File: src/hw/rtl/dtp_pkg.sv
// Shared types and constants of the depth-to-point unprojector.
// Holds the configuration bundle, the queue payload and the fixed formats.
// No dependencies.
package dtp_pkg;

    localparam int DEPTH_W = 26;
    localparam int POS_W   = 12;
    localparam int SIZE_W  = 13;
    localparam int CFG_W   = 32;
    localparam int COORD_W = 32;
    localparam int INDEX_W = 3;

    // Register indexes of the configuration port.
    localparam logic [INDEX_W-1:0] REG_IMAGE_WIDTH  = 3'd0;
    localparam logic [INDEX_W-1:0] REG_IMAGE_HEIGHT = 3'd1;
    localparam logic [INDEX_W-1:0] REG_NEAR_PLANE   = 3'd2;
    localparam logic [INDEX_W-1:0] REG_FAR_PLANE    = 3'd3;
    localparam logic [INDEX_W-1:0] REG_RANGE_LIMIT  = 3'd4;

    localparam logic [SIZE_W-1:0] RST_IMAGE_WIDTH  = 13'd640;
    localparam logic [SIZE_W-1:0] RST_IMAGE_HEIGHT = 13'd480;
    localparam logic [CFG_W-1:0]  RST_NEAR_PLANE   = 32'd2602;
    localparam logic [CFG_W-1:0]  RST_FAR_PLANE    = 32'd65536000;
    localparam logic [CFG_W-1:0]  RST_RANGE_LIMIT  = 32'd524288;

    localparam logic [SIZE_W-1:0] MAX_WIDTH  = 13'd4096;
    localparam logic [SIZE_W-1:0] MAX_HEIGHT = 13'd4096;

    // Focal length is size * FOCAL_DEN / (2 * FOCAL_NUM) after the 90 degree lens.
    localparam logic [13:0] FOCAL_NUM = 14'd10000;
    localparam logic [13:0] FOCAL_DEN = 14'd10008;

    // Depth quotient: 33 bits are enough, anything larger fails the clip test.
    localparam int ZQ_W      = 33;
    localparam int NUM_SHIFT = 25;
    localparam int PLO_W     = ZQ_W - NUM_SHIFT;
    localparam int ZDEN_W    = 59;

    // Lateral quotient divisor width (size * FOCAL_DEN).
    localparam int PDEN_W = 26;

    localparam int QUEUE_DEPTH = 4;
    localparam int QPTR_W      = $clog2(QUEUE_DEPTH);

    typedef struct packed {
        logic [SIZE_W-1:0] image_width;
        logic [SIZE_W-1:0] image_height;
        logic [CFG_W-1:0]  near_plane;
        logic [CFG_W-1:0]  far_plane;
        logic [CFG_W-1:0]  range_limit;
    } dtp_cfg_t;

    // One classified sample handed from the depth front to the projection back.
    typedef struct packed {
        logic             ok;
        logic [ZQ_W-1:0]  z;
        logic [POS_W-1:0] column;
        logic [POS_W-1:0] row;
        logic             last;
    } dtp_depth_t;

endpackage

File: src/hw/rtl/dtp_queue.sv
// Short register queue between the depth front and the projection back.
// First-word-fall-through: the head entry is visible while not empty.
// Depends on dtp_pkg.
module dtp_queue
    import dtp_pkg::*;
(
    input  logic       clk,
    input  logic       rst_n,
    input  logic       wr_en,
    input  dtp_depth_t wr_data,
    output logic       q_full,
    input  logic       rd_en,
    output dtp_depth_t rd_data,
    output logic       q_empty
);

    dtp_depth_t        mem_reg [0:QUEUE_DEPTH-1];
    logic [QPTR_W-1:0] wr_ptr_reg;
    logic [QPTR_W-1:0] rd_ptr_reg;
    logic [QPTR_W:0]   count_reg;
    logic              do_wr;
    logic              do_rd;

    assign q_full  = (count_reg == (QPTR_W+1)'(QUEUE_DEPTH));
    assign q_empty = (count_reg == '0);
    assign do_wr   = wr_en && !q_full;
    assign do_rd   = rd_en && !q_empty;
    assign rd_data = mem_reg[rd_ptr_reg];

    always_ff @(posedge clk or negedge rst_n)
    begin
        if (!rst_n)
        begin
            wr_ptr_reg <= '0;
            rd_ptr_reg <= '0;
            count_reg  <= '0;
        end
        else
        begin
            if (do_wr)
            begin
                wr_ptr_reg <= wr_ptr_reg + 1'b1;
            end
            if (do_rd)
            begin
                rd_ptr_reg <= rd_ptr_reg + 1'b1;
            end
            if (do_wr && !do_rd)
            begin
                count_reg <= count_reg + 1'b1;
            end
            else if (do_rd && !do_wr)
            begin
                count_reg <= count_reg - 1'b1;
            end
        end
    end

    always_ff @(posedge clk)
    begin
        if (do_wr)
        begin
            mem_reg[wr_ptr_reg] <= wr_data;
        end
    end

endmodule

File: config.mk
export PLATFORM = sky130hd
export DESIGN_NAME = dtp_queue
export DESIGN_NICKNAME = d
export VERILOG_FILES = /design/src/hw/rtl/dtp_pkg.sv /design/src/hw/rtl/dtp_queue.sv
export SDC_FILE = /design/constraint.sdc
export NUM_CORES = 1
export LEC_CHECK = 0
export ABC_AREA = 1
export BUFFER_PORTS_ARGS = -buffer_cell sky130_fd_sc_hd__buf_2
export CORE_MARGIN = 5
export CORE_UTILIZATION = 52
export DETAILED_ROUTE_END_ITERATION = 10
export GPL_TIMING_DRIVEN = 0
export HOLD_SLACK_MARGIN = 0.08
export PLACE_DENSITY = 0.84
export SYNTH_ARGS = -nofsm -noshare
export SYNTH_HDL_FRONTEND = slang
export SYNTH_SLANG_ARGS = --single-unit
export TNS_END_PERCENT = 100
File: constraint.sdc
create_clock -name clk -period 3.9 [get_ports clk]
set_input_delay 0.195 -clock clk [delete_from_list [all_inputs] [get_ports clk]]
set_output_delay 0.195 -clock clk [all_outputs]
set_load 0.03 [all_outputs]
==> impl_metrics.prom, run 1 <==
# TYPE chip_impl_metric gauge
chip_impl_info{name="largest_area_contributor_in_the_netlist",value="sky130_fd_sc_hd__edfxtp_1"} 1
chip_impl_metric{name="post_synth_inst_count",unit=""} 750
chip_impl_metric{name="finish.net_count",unit=""} 1039
chip_impl_metric{name="grt_start_max_net_pins",unit=""} 27
chip_impl_metric{name="num_rows",unit=""} 50
chip_impl_metric{name="cellLeakagePower",unit="nW"} 5.12
chip_impl_metric{name="seq_area_frac_synth",unit=""} 0.735
chip_impl_metric{name="number_of_storage_elements_in_the_synthesis_netlist",unit=""} 243
chip_impl_metric{name="yosys.cell_types.count",unit=""} 17
chip_impl_metric{name="dpl.hpwl",unit="µm"} 13800
chip_impl_metric{name="cts_htree_levels",unit=""} 1
chip_impl_metric{name="grt-ovfl-total",unit=""} 0
chip_impl_metric{name="dr.first_iter.drc_count",unit=""} 500
chip_impl_metric{name="start_util",unit=""} 0.528
chip_impl_metric{name="worst_slew_pin_slew",unit="ns"} 0.738
chip_impl_metric{name="post_cts_setup_repair_bufs",unit=""} 0
chip_impl_metric{name="post_synth_instance_area",unit="µm²"} 9880
chip_impl_metric{name="post-route-drc-count",unit=""} 0
chip_impl_metric{name="placement.cell_area",unit="µm²"} 11000
chip_impl_metric{name="clk_pin_slew",unit="ns"} 0.06
chip_impl_metric{name="num_io_pins",unit=""} 124
chip_impl_metric{name="via_count_of_the_first_global_routing_pass",unit=""} 6590
chip_impl_metric{name="antenna_found_initial",unit=""} 0
chip_impl_metric{name="clock-sinks",unit=""} 243
chip_impl_metric{name="maxCapViolCount",unit=""} 0
chip_impl_info{name="root_buffer",value="sky130_fd_sc_hd__clkbuf_16"} 1
chip_impl_metric{name="post_synth_top_area_share",unit=""} 0.717
chip_impl_info{name="tritoncts",value="built"} 1
chip_impl_info{name="rsz_0062_raised_after_global_routing",value="false"} 1
chip_impl_metric{name="mappedNetlistNets",unit=""} 819
chip_impl_metric{name="numCtsBuffers",unit=""} 24
chip_impl_metric{name="gp_routability_congestion",unit=""} 0.722
chip_impl_metric{name="power-per-cell-area",unit="nW/µm²"} 799
chip_impl_metric{name="grt_usage",unit=""} 0.203
chip_impl_metric{name="grt_first_pass_wirelength",unit="µm"} 35000
chip_impl_metric{name="layout.cell_area.non_filler",unit="µm²"} 12400
chip_impl_metric{name="place_inst",unit=""} 1115
chip_impl_metric{name="timing.critical_path.buf_inv",unit=""} 3
chip_impl_info{name="timing.critical_path.cells",value="inv_1 -> nand3_1 -> nand2_1 -> nor2_4 -> buf_16 -> buf_12"} 1
chip_impl_metric{name="routed_wire_length_per_instance",unit="µm"} 18.2
chip_impl_metric{name="achievable-frequency",unit="MHz"} 430
chip_impl_metric{name="critical_path.max_stage_delay",unit="ns"} 0.61
chip_impl_info{name="critPathTopFamily",value="simple AND/OR/NAND/NOR gates"} 1
chip_impl_metric{name="hold_violations",unit=""} 0
chip_impl_metric{name="report.final.slew_viol_count",unit=""} 0
chip_impl_metric{name="irDropWorstVdd",unit="V"} 0.000622
chip_impl_metric{name="n_antenna_cell",unit=""} 0
chip_impl_info{name="outcome",value="complete, no violations"} 1
chip_impl_metric{name="finClkSkew",unit="ns"} 0.00763
chip_impl_metric{name="largest_register_ffs",unit=""} 236
chip_impl_metric{name="report.final.setup_viol",unit=""} 0
chip_impl_metric{name="layout-area-overhead-vs-synth",unit="%"} 25.3
chip_impl_metric{name="final_period_minus_worst_setup_slack",unit="ns"} 2.32
chip_impl_metric{name="timing.critical_path.required",unit="ns"} 4.10
chip_impl_metric{name="drt_pass1_iterations",unit=""} 5
chip_impl_info{name="startpoint_type",value="flip-flop"} 1
chip_impl_info{name="slowest_stage",value="sky130_fd_sc_hd__nor2_4"} 1
chip_impl_metric{name="post_cts_resize_count",unit=""} 0
chip_impl_metric{name="yosys_warnings",unit=""} 0
chip_impl_metric{name="final_layout_size_suffix_gt1_frac",unit=""} 0.209
chip_impl_metric{name="postRouteWirelength",unit="µm"} 22200
chip_impl_metric{name="via_count",unit=""} 6376
chip_impl_metric{name="post-route-period-util",unit=""} 0.596
chip_impl_metric{name="floorplan.die_area",unit="µm²"} 21900
chip_impl_metric{name="placement.setup.worst_slack",unit="ns"} 1.56
chip_impl_metric{name="coreArea",unit="µm²"} 18700
chip_impl_metric{name="worstSkewPairLatency",unit="ns"} 0.51
chip_impl_metric{name="die_h",unit="µm"} 148
chip_impl_metric{name="instances_no_fill",unit=""} 1220
chip_impl_metric{name="antenna_violating_nets_post_route",unit=""} 0
chip_impl_metric{name="postSynthAreaPerCell",unit="µm²"} 13.2
chip_impl_metric{name="timing.max_slew.rel_slack",unit=""} 0.507
chip_impl_metric{name="max-clock-path-buffers",unit=""} 3
chip_impl_metric{name="avg_vias_per_cell",unit=""} 5.23
chip_impl_info{name="synth_top_cells_by_area",value="sky130_fd_sc_hd__edfxtp_1 72%, sky130_fd_sc_hd__o211ai_1 9.0%, sky130_fd_sc_hd__nand2_1 7.4%"} 1
chip_impl_metric{name="numPortBuffers",unit=""} 123
chip_impl_info{name="cp-end-kind",value="flip-flop"} 1
chip_impl_metric{name="width_of_the_die",unit="µm"} 148
chip_impl_info{name="min-delay-path-class",value="primary input to flip-flop"} 1
chip_impl_metric{name="post-route-worst-setup-slack",unit="ns"} 1.58
chip_impl_metric{name="crit_fanout",unit=""} 26
chip_impl_info{name="criticalPathCategory",value="flip-flop to flip-flop"} 1
chip_impl_metric{name="crit_arrival",unit="ns"} 2.52
==> cells by family (layout without fill, tap and decap cells) <==
group / Yosys count / count (layout) / synth area share
AO/OA/AOI/OAI: 119 / 119 / 0.0901
XOR/XNOR: 1 / 1 / 0.000886
buffers and inverters: 174 / 410 / 0.0862
flip-flops: 243 / 243 / 0.735
adder cells (fa/ha/maj): 6 / 6 / 0.00835
AND/OR/NAND/NOR: 207 / 207 / 0.0797
==> placed cells by master (no fill, tap or decap), types with 2 or more instances in the layout <==
cell / count
sky130_fd_sc_hd__inv_1: 133
sky130_fd_sc_hd__clkbuf_1: 8
sky130_fd_sc_hd__o211ai_1: 118
sky130_fd_sc_hd__edfxtp_1: 236
sky130_fd_sc_hd__ha_1: 5
sky130_fd_sc_hd__buf_2: 135
sky130_fd_sc_hd__buf_6: 23
sky130_fd_sc_hd__buf_16: 3
sky130_fd_sc_hd__clkinv_1: 4
sky130_fd_sc_hd__nand3_1: 7
sky130_fd_sc_hd__clkinv_2: 2
sky130_fd_sc_hd__inv_2: 2
sky130_fd_sc_hd__buf_12: 5
sky130_fd_sc_hd__buf_4: 3
sky130_fd_sc_hd__dfrtp_1: 7
sky130_fd_sc_hd__clkbuf_16: 25
sky130_fd_sc_hd__dlygate4sd3_1: 63
sky130_fd_sc_hd__clkbuf_8: 3
sky130_fd_sc_hd__nor2_4: 4
sky130_fd_sc_hd__nand2_1: 195
==> per-layer routing <==
metal  GRT usage  vias up  share of wire
met4      0.0536        0          0.019
met2       0.368      230           0.52
met5           0        -              0
met1       0.256     3073           0.39
met3      0.0328       36          0.068
li1            -     3037              -
==> per-stage QoR <==
| stage | util | power [mW] | TNS, ns | hold WS, ns |
|---|---|---|---|---|
| after floorplan | - | 6.37 | 0 | -0.101 |
| after global placement | 0.577 | 7.57 | -405.15 | 0.0419 |
| after detailed placement | 0.588 | 7.73 | 0 | 0.0421 |
| after CTS | 0.662 | 9.96 | 0 | 0.422 |
| after global routing | 0.662 | 10.4 | 0 | 0.431 |
| final | 0.662 | 9.89 | 0 | 0.446 |
==> worst reg2reg max path: cells and delay by family (launching register included) <==
kind	cells	cell delay, ns
simple gates	3	1.03
buf+inv	3	0.55
flops	1	0.42
==> repair_timing <==
| action | CTS | global route |
|---|---|---|
| hold buffers | 63 | 0 |
| endpoints found under the hold margin | 247 | 0 |
| endpoints found under the setup margin | 0 | 0 |
==> layout make-up <==
type                            instances  area, µm²
Buffer                                 39        345
Sequential cell                       243       7260
Fill cell                            1287       6320
Timing Repair Buffer                  194       1430
Clock inverter                          7       55.1
Clock buffer                           35        693
Inverter                              135        507
Multi-Input combinational cell        333       1800
Tap cell                              234        293
==> cells in the mapped netlist <==
cell and instances:
sky130_fd_sc_hd__dfrtp_1 7, sky130_fd_sc_hd__fa_1 1, sky130_fd_sc_hd__buf_6 23, sky130_fd_sc_hd__buf_4 3, sky130_fd_sc_hd__inv_2 2, sky130_fd_sc_hd__ha_1 5
sky130_fd_sc_hd__nand4_1 1, sky130_fd_sc_hd__buf_2 12, sky130_fd_sc_hd__clkbuf_1 1, sky130_fd_sc_hd__edfxtp_1 236, sky130_fd_sc_hd__nand3_1 7, sky130_fd_sc_hd__o211ai_1 118
sky130_fd_sc_hd__o21ai_0 1, sky130_fd_sc_hd__xnor2_1 1, sky130_fd_sc_hd__inv_1 133, sky130_fd_sc_hd__nand2_1 195, sky130_fd_sc_hd__nor2_1 4
==> worst paths after layout <==
kind | endpoint | startpoint | cells past startpoint | slack [ns]
min in group asynchronous | count_reg[1] | rst_n | 3 | 0.67
setup reg to reg | mem_reg[0][8] | count_reg[0] | 6 | 1.58
max in group asynchronous | wr_ptr_reg[1] | rst_n | 3 | 2.96
setup / recovery | mem_reg[0][8] | count_reg[0] | 6 | 1.58
hold reg to reg | count_reg[2] | count_reg[2] | 2 | 0.52
hold / removal | mem_reg[2][57] | wr_data[57] | 2 | 0.45
==> power breakdown <==
group	leakage, nW	switching, mW	internal [mW]	total [mW]
combinational	2.50	2.88	1.27	4.15
clock	0.366	0.889	1.29	2.18
sequential	2.25	0.131	3.43	3.56
total	5.12	3.90	5.99	9.89
Note: power is estimated with default switching activity, not from simulation.
==> inputs of run 2 (changes only) <==
Settings changed: CORE_UTILIZATION 52 to 55.
Clock period 3.9 ns to 2.38 ns, I/O delays scaled along.
==> impl_metrics.prom, run 2 (synthesis gave the netlist of run 1 again) <==
# TYPE chip_impl_metric gauge
chip_impl_metric{name="drt_pass1_iterations",unit=""} 7
chip_impl_metric{name="final_period_minus_worst_setup_slack",unit="ns"} 2.21
chip_impl_metric{name="avg_vias_per_cell",unit=""} 5.29
chip_impl_metric{name="grt-ovfl-total",unit=""} 0
chip_impl_metric{name="floorplan.die_area",unit="µm²"} 20800
chip_impl_metric{name="post-route-period-util",unit=""} 0.927
chip_impl_metric{name="die_h",unit="µm"} 144
chip_impl_metric{name="post_cts_setup_repair_bufs",unit=""} 0
chip_impl_metric{name="numCtsBuffers",unit=""} 24
chip_impl_metric{name="worst_slew_pin_slew",unit="ns"} 0.563
chip_impl_info{name="route.top_layer_used",value="met4"} 1
chip_impl_metric{name="finish.net_count",unit=""} 1039
chip_impl_metric{name="final_layout_size_suffix_gt1_frac",unit=""} 0.207
chip_impl_metric{name="dpl.hpwl",unit="µm"} 12700
chip_impl_metric{name="width_of_the_die",unit="µm"} 144
chip_impl_info{name="rsz_0062_raised_after_global_routing",value="false"} 1
chip_impl_metric{name="antenna_found_initial",unit=""} 0
chip_impl_metric{name="postRouteWirelength",unit="µm"} 22100
chip_impl_info{name="layout.cells.most_common_list",value="236 x sky130_fd_sc_hd__edfxtp_1, 194 x sky130_fd_sc_hd__nand2_1, 135 x sky130_fd_sc_hd__buf_2, 133 x sky130_fd_sc_hd__inv_1, 118 x sky130_fd_sc_hd__o211ai_1"} 1
chip_impl_metric{name="instances_no_fill",unit=""} 1218
chip_impl_metric{name="numPortBuffers",unit=""} 123
chip_impl_metric{name="clock-sinks",unit=""} 243
chip_impl_metric{name="via_count",unit=""} 6438
chip_impl_info{name="min-delay-path-class",value="primary input to flip-flop"} 1
chip_impl_metric{name="power.clock.fraction",unit=""} 0.211
chip_impl_metric{name="grt_start_max_net_pins",unit=""} 31
chip_impl_metric{name="hold_violations",unit=""} 0
chip_impl_metric{name="crit_arrival",unit="ns"} 2.59
chip_impl_metric{name="max-clock-path-buffers",unit=""} 3
chip_impl_info{name="mostFrequentLayoutCell",value="sky130_fd_sc_hd__edfxtp_1"} 1
chip_impl_metric{name="power_frac_comb",unit=""} 0.425
chip_impl_metric{name="routed_wire_length_per_instance",unit="µm"} 18.2
chip_impl_metric{name="timing.critical_path.required",unit="ns"} 2.76
chip_impl_metric{name="grt_usage",unit=""} 0.209
chip_impl_metric{name="post-route-drc-count",unit=""} 0
chip_impl_metric{name="dr.first_iter.drc_count",unit=""} 424
chip_impl_metric{name="detailed_routed_wire_length_on_met3",unit="µm"} 1640
chip_impl_metric{name="num_io_pins",unit=""} 124
chip_impl_metric{name="irDropWorstVdd",unit="V"} 0.000913
chip_impl_metric{name="postLayoutCoreUtil",unit=""} 0.690
chip_impl_metric{name="coreArea",unit="µm²"} 17800
chip_impl_metric{name="wl_met1",unit="µm"} 8700
chip_impl_info{name="tritoncts",value="built"} 1
chip_impl_metric{name="power.total",unit="mW"} 16.0
chip_impl_metric{name="gp_routability_congestion",unit=""} 0.782
chip_impl_metric{name="crit_fanout",unit=""} 7
chip_impl_metric{name="power_report.internal_total",unit="mW"} 9.59
chip_impl_metric{name="num_rows",unit=""} 49
chip_impl_metric{name="grt_first_pass_wirelength",unit="µm"} 33400
chip_impl_metric{name="final.hold.worst_slack",unit="ns"} 0.362
chip_impl_metric{name="timing.max_slew.rel_slack",unit=""} 0.625
chip_impl_metric{name="via_count_of_the_first_global_routing_pass",unit=""} 6299
chip_impl_metric{name="power-per-cell-area",unit="nW/µm²"} 1300
chip_impl_metric{name="cellLeakagePower",unit="nW"} 5.08
chip_impl_metric{name="report.final.setup_viol",unit=""} 0
chip_impl_metric{name="cts_htree_levels",unit=""} 1
chip_impl_metric{name="achievable-frequency",unit="MHz"} 453
chip_impl_metric{name="largest_register_ffs",unit=""} 236
chip_impl_metric{name="place_inst",unit=""} 1110
chip_impl_info{name="root_buffer",value="sky130_fd_sc_hd__clkbuf_16"} 1
chip_impl_metric{name="detailroute.wirelength.met2",unit="µm"} 11300
chip_impl_metric{name="report.final.slew_viol_count",unit=""} 0
chip_impl_info{name="startpoint_type",value="flip-flop"} 1
chip_impl_metric{name="power.switching",unit="mW"} 6.43
chip_impl_metric{name="maxCapViolCount",unit=""} 0
chip_impl_metric{name="finClkSkew",unit="ns"} 0.0131
chip_impl_metric{name="sw_frac_of_total",unit=""} 0.401
chip_impl_metric{name="seqPwrFrac",unit=""} 0.364
chip_impl_info{name="cp-end-kind",value="flip-flop"} 1
chip_impl_info{name="outcome",value="complete, no violations"} 1
chip_impl_metric{name="layout-area-overhead-vs-synth",unit="%"} 24.6
chip_impl_metric{name="antenna_violating_nets_post_route",unit=""} 0
chip_impl_metric{name="timing.setup.tns",unit="ns"} 0
chip_impl_metric{name="clk_pin_slew",unit="ns"} 0.06
chip_impl_metric{name="start_util",unit=""} 0.554
chip_impl_metric{name="worstSkewPairLatency",unit="ns"} 0.50
chip_impl_info{name="criticalPathCategory",value="flip-flop to flip-flop"} 1
-- run 2: layout make-up --
cell class | count | area (µm²)
Clock buffer | 29 | 641
Timing Repair Buffer | 194 | 1410
Antenna cell | 1 | 2.50
Clock inverter | 15 | 63.8
Tap cell | 229 | 287
Fill cell | 1169 | 5520
Multi-Input combinational cell | 333 | 1800
Inverter | 135 | 507
Sequential cell | 243 | 7260
Buffer | 39 | 345
-- run 2: timing repair --
action / 4_1_cts / 5_1_grt
hold endpoints to repair: 247 / 0
resized for setup: 0 / 1
hold buffers: 63 / 0
setup endpoints to repair: 0 / 2
-- run 2: path summary, 6_finish.rpt --
check	startpoint	end	slack [ns]	depth (start not counted)
max	count_reg[0]	count_reg[1]	0.17	9
min	wr_data[54]	mem_reg[3][54]	0.36	2
max reg2reg	count_reg[0]	count_reg[1]	0.17	9
min reg2reg	count_reg[2]	count_reg[2]	0.52	2
max in group asynchronous	rst_n	rd_ptr_reg[0]	1.51	3
min in group asynchronous	rst_n	wr_ptr_reg[1]	0.62	3
-- run 2: metrics by stage --
step           setup slack (ns)  instance area [µm²]
2_1_floorplan            -0.350                 9890
3_3_place_gp              -1.59                10800
3_5_place_dp              0.160                11000
4_1_cts                  0.0636                12300
5_1_grt                  0.0255                12300
6_report                  0.173                12300
-- run 2: power groups by stage --
stage | clock (mW) | combinational, mW | sequential [mW]
after floorplan | 0 | 4.51 | 5.90
after global placement | 0 | 6.34 | 5.96
after detailed placement | 0 | 6.69 | 5.91
after CTS | 3.42 | 6.81 | 5.82
after global routing | 3.65 | 7.31 | 5.89
final | 3.38 | 6.81 | 5.83
-- run 2: critical path, cell delays in order, from the launching register on --
cell and delay, ns:
sky130_fd_sc_hd__dfrtp_1 0.43, sky130_fd_sc_hd__inv_1 0.11, sky130_fd_sc_hd__nand3_1 0.22, sky130_fd_sc_hd__nand2_2 0.31
sky130_fd_sc_hd__inv_1 0.12, sky130_fd_sc_hd__ha_1 0.23, sky130_fd_sc_hd__inv_1 0.09, sky130_fd_sc_hd__fa_1 0.41
sky130_fd_sc_hd__nand2_1 0.07, sky130_fd_sc_hd__o21ai_0 0.09
-- run 2: routing by layer --
layer,vias to the layer above,track usage
met3,40,0.0301
met5,-,0
met2,269,0.368
li1,3047,-
met4,0,0.0649
met1,3082,0.272
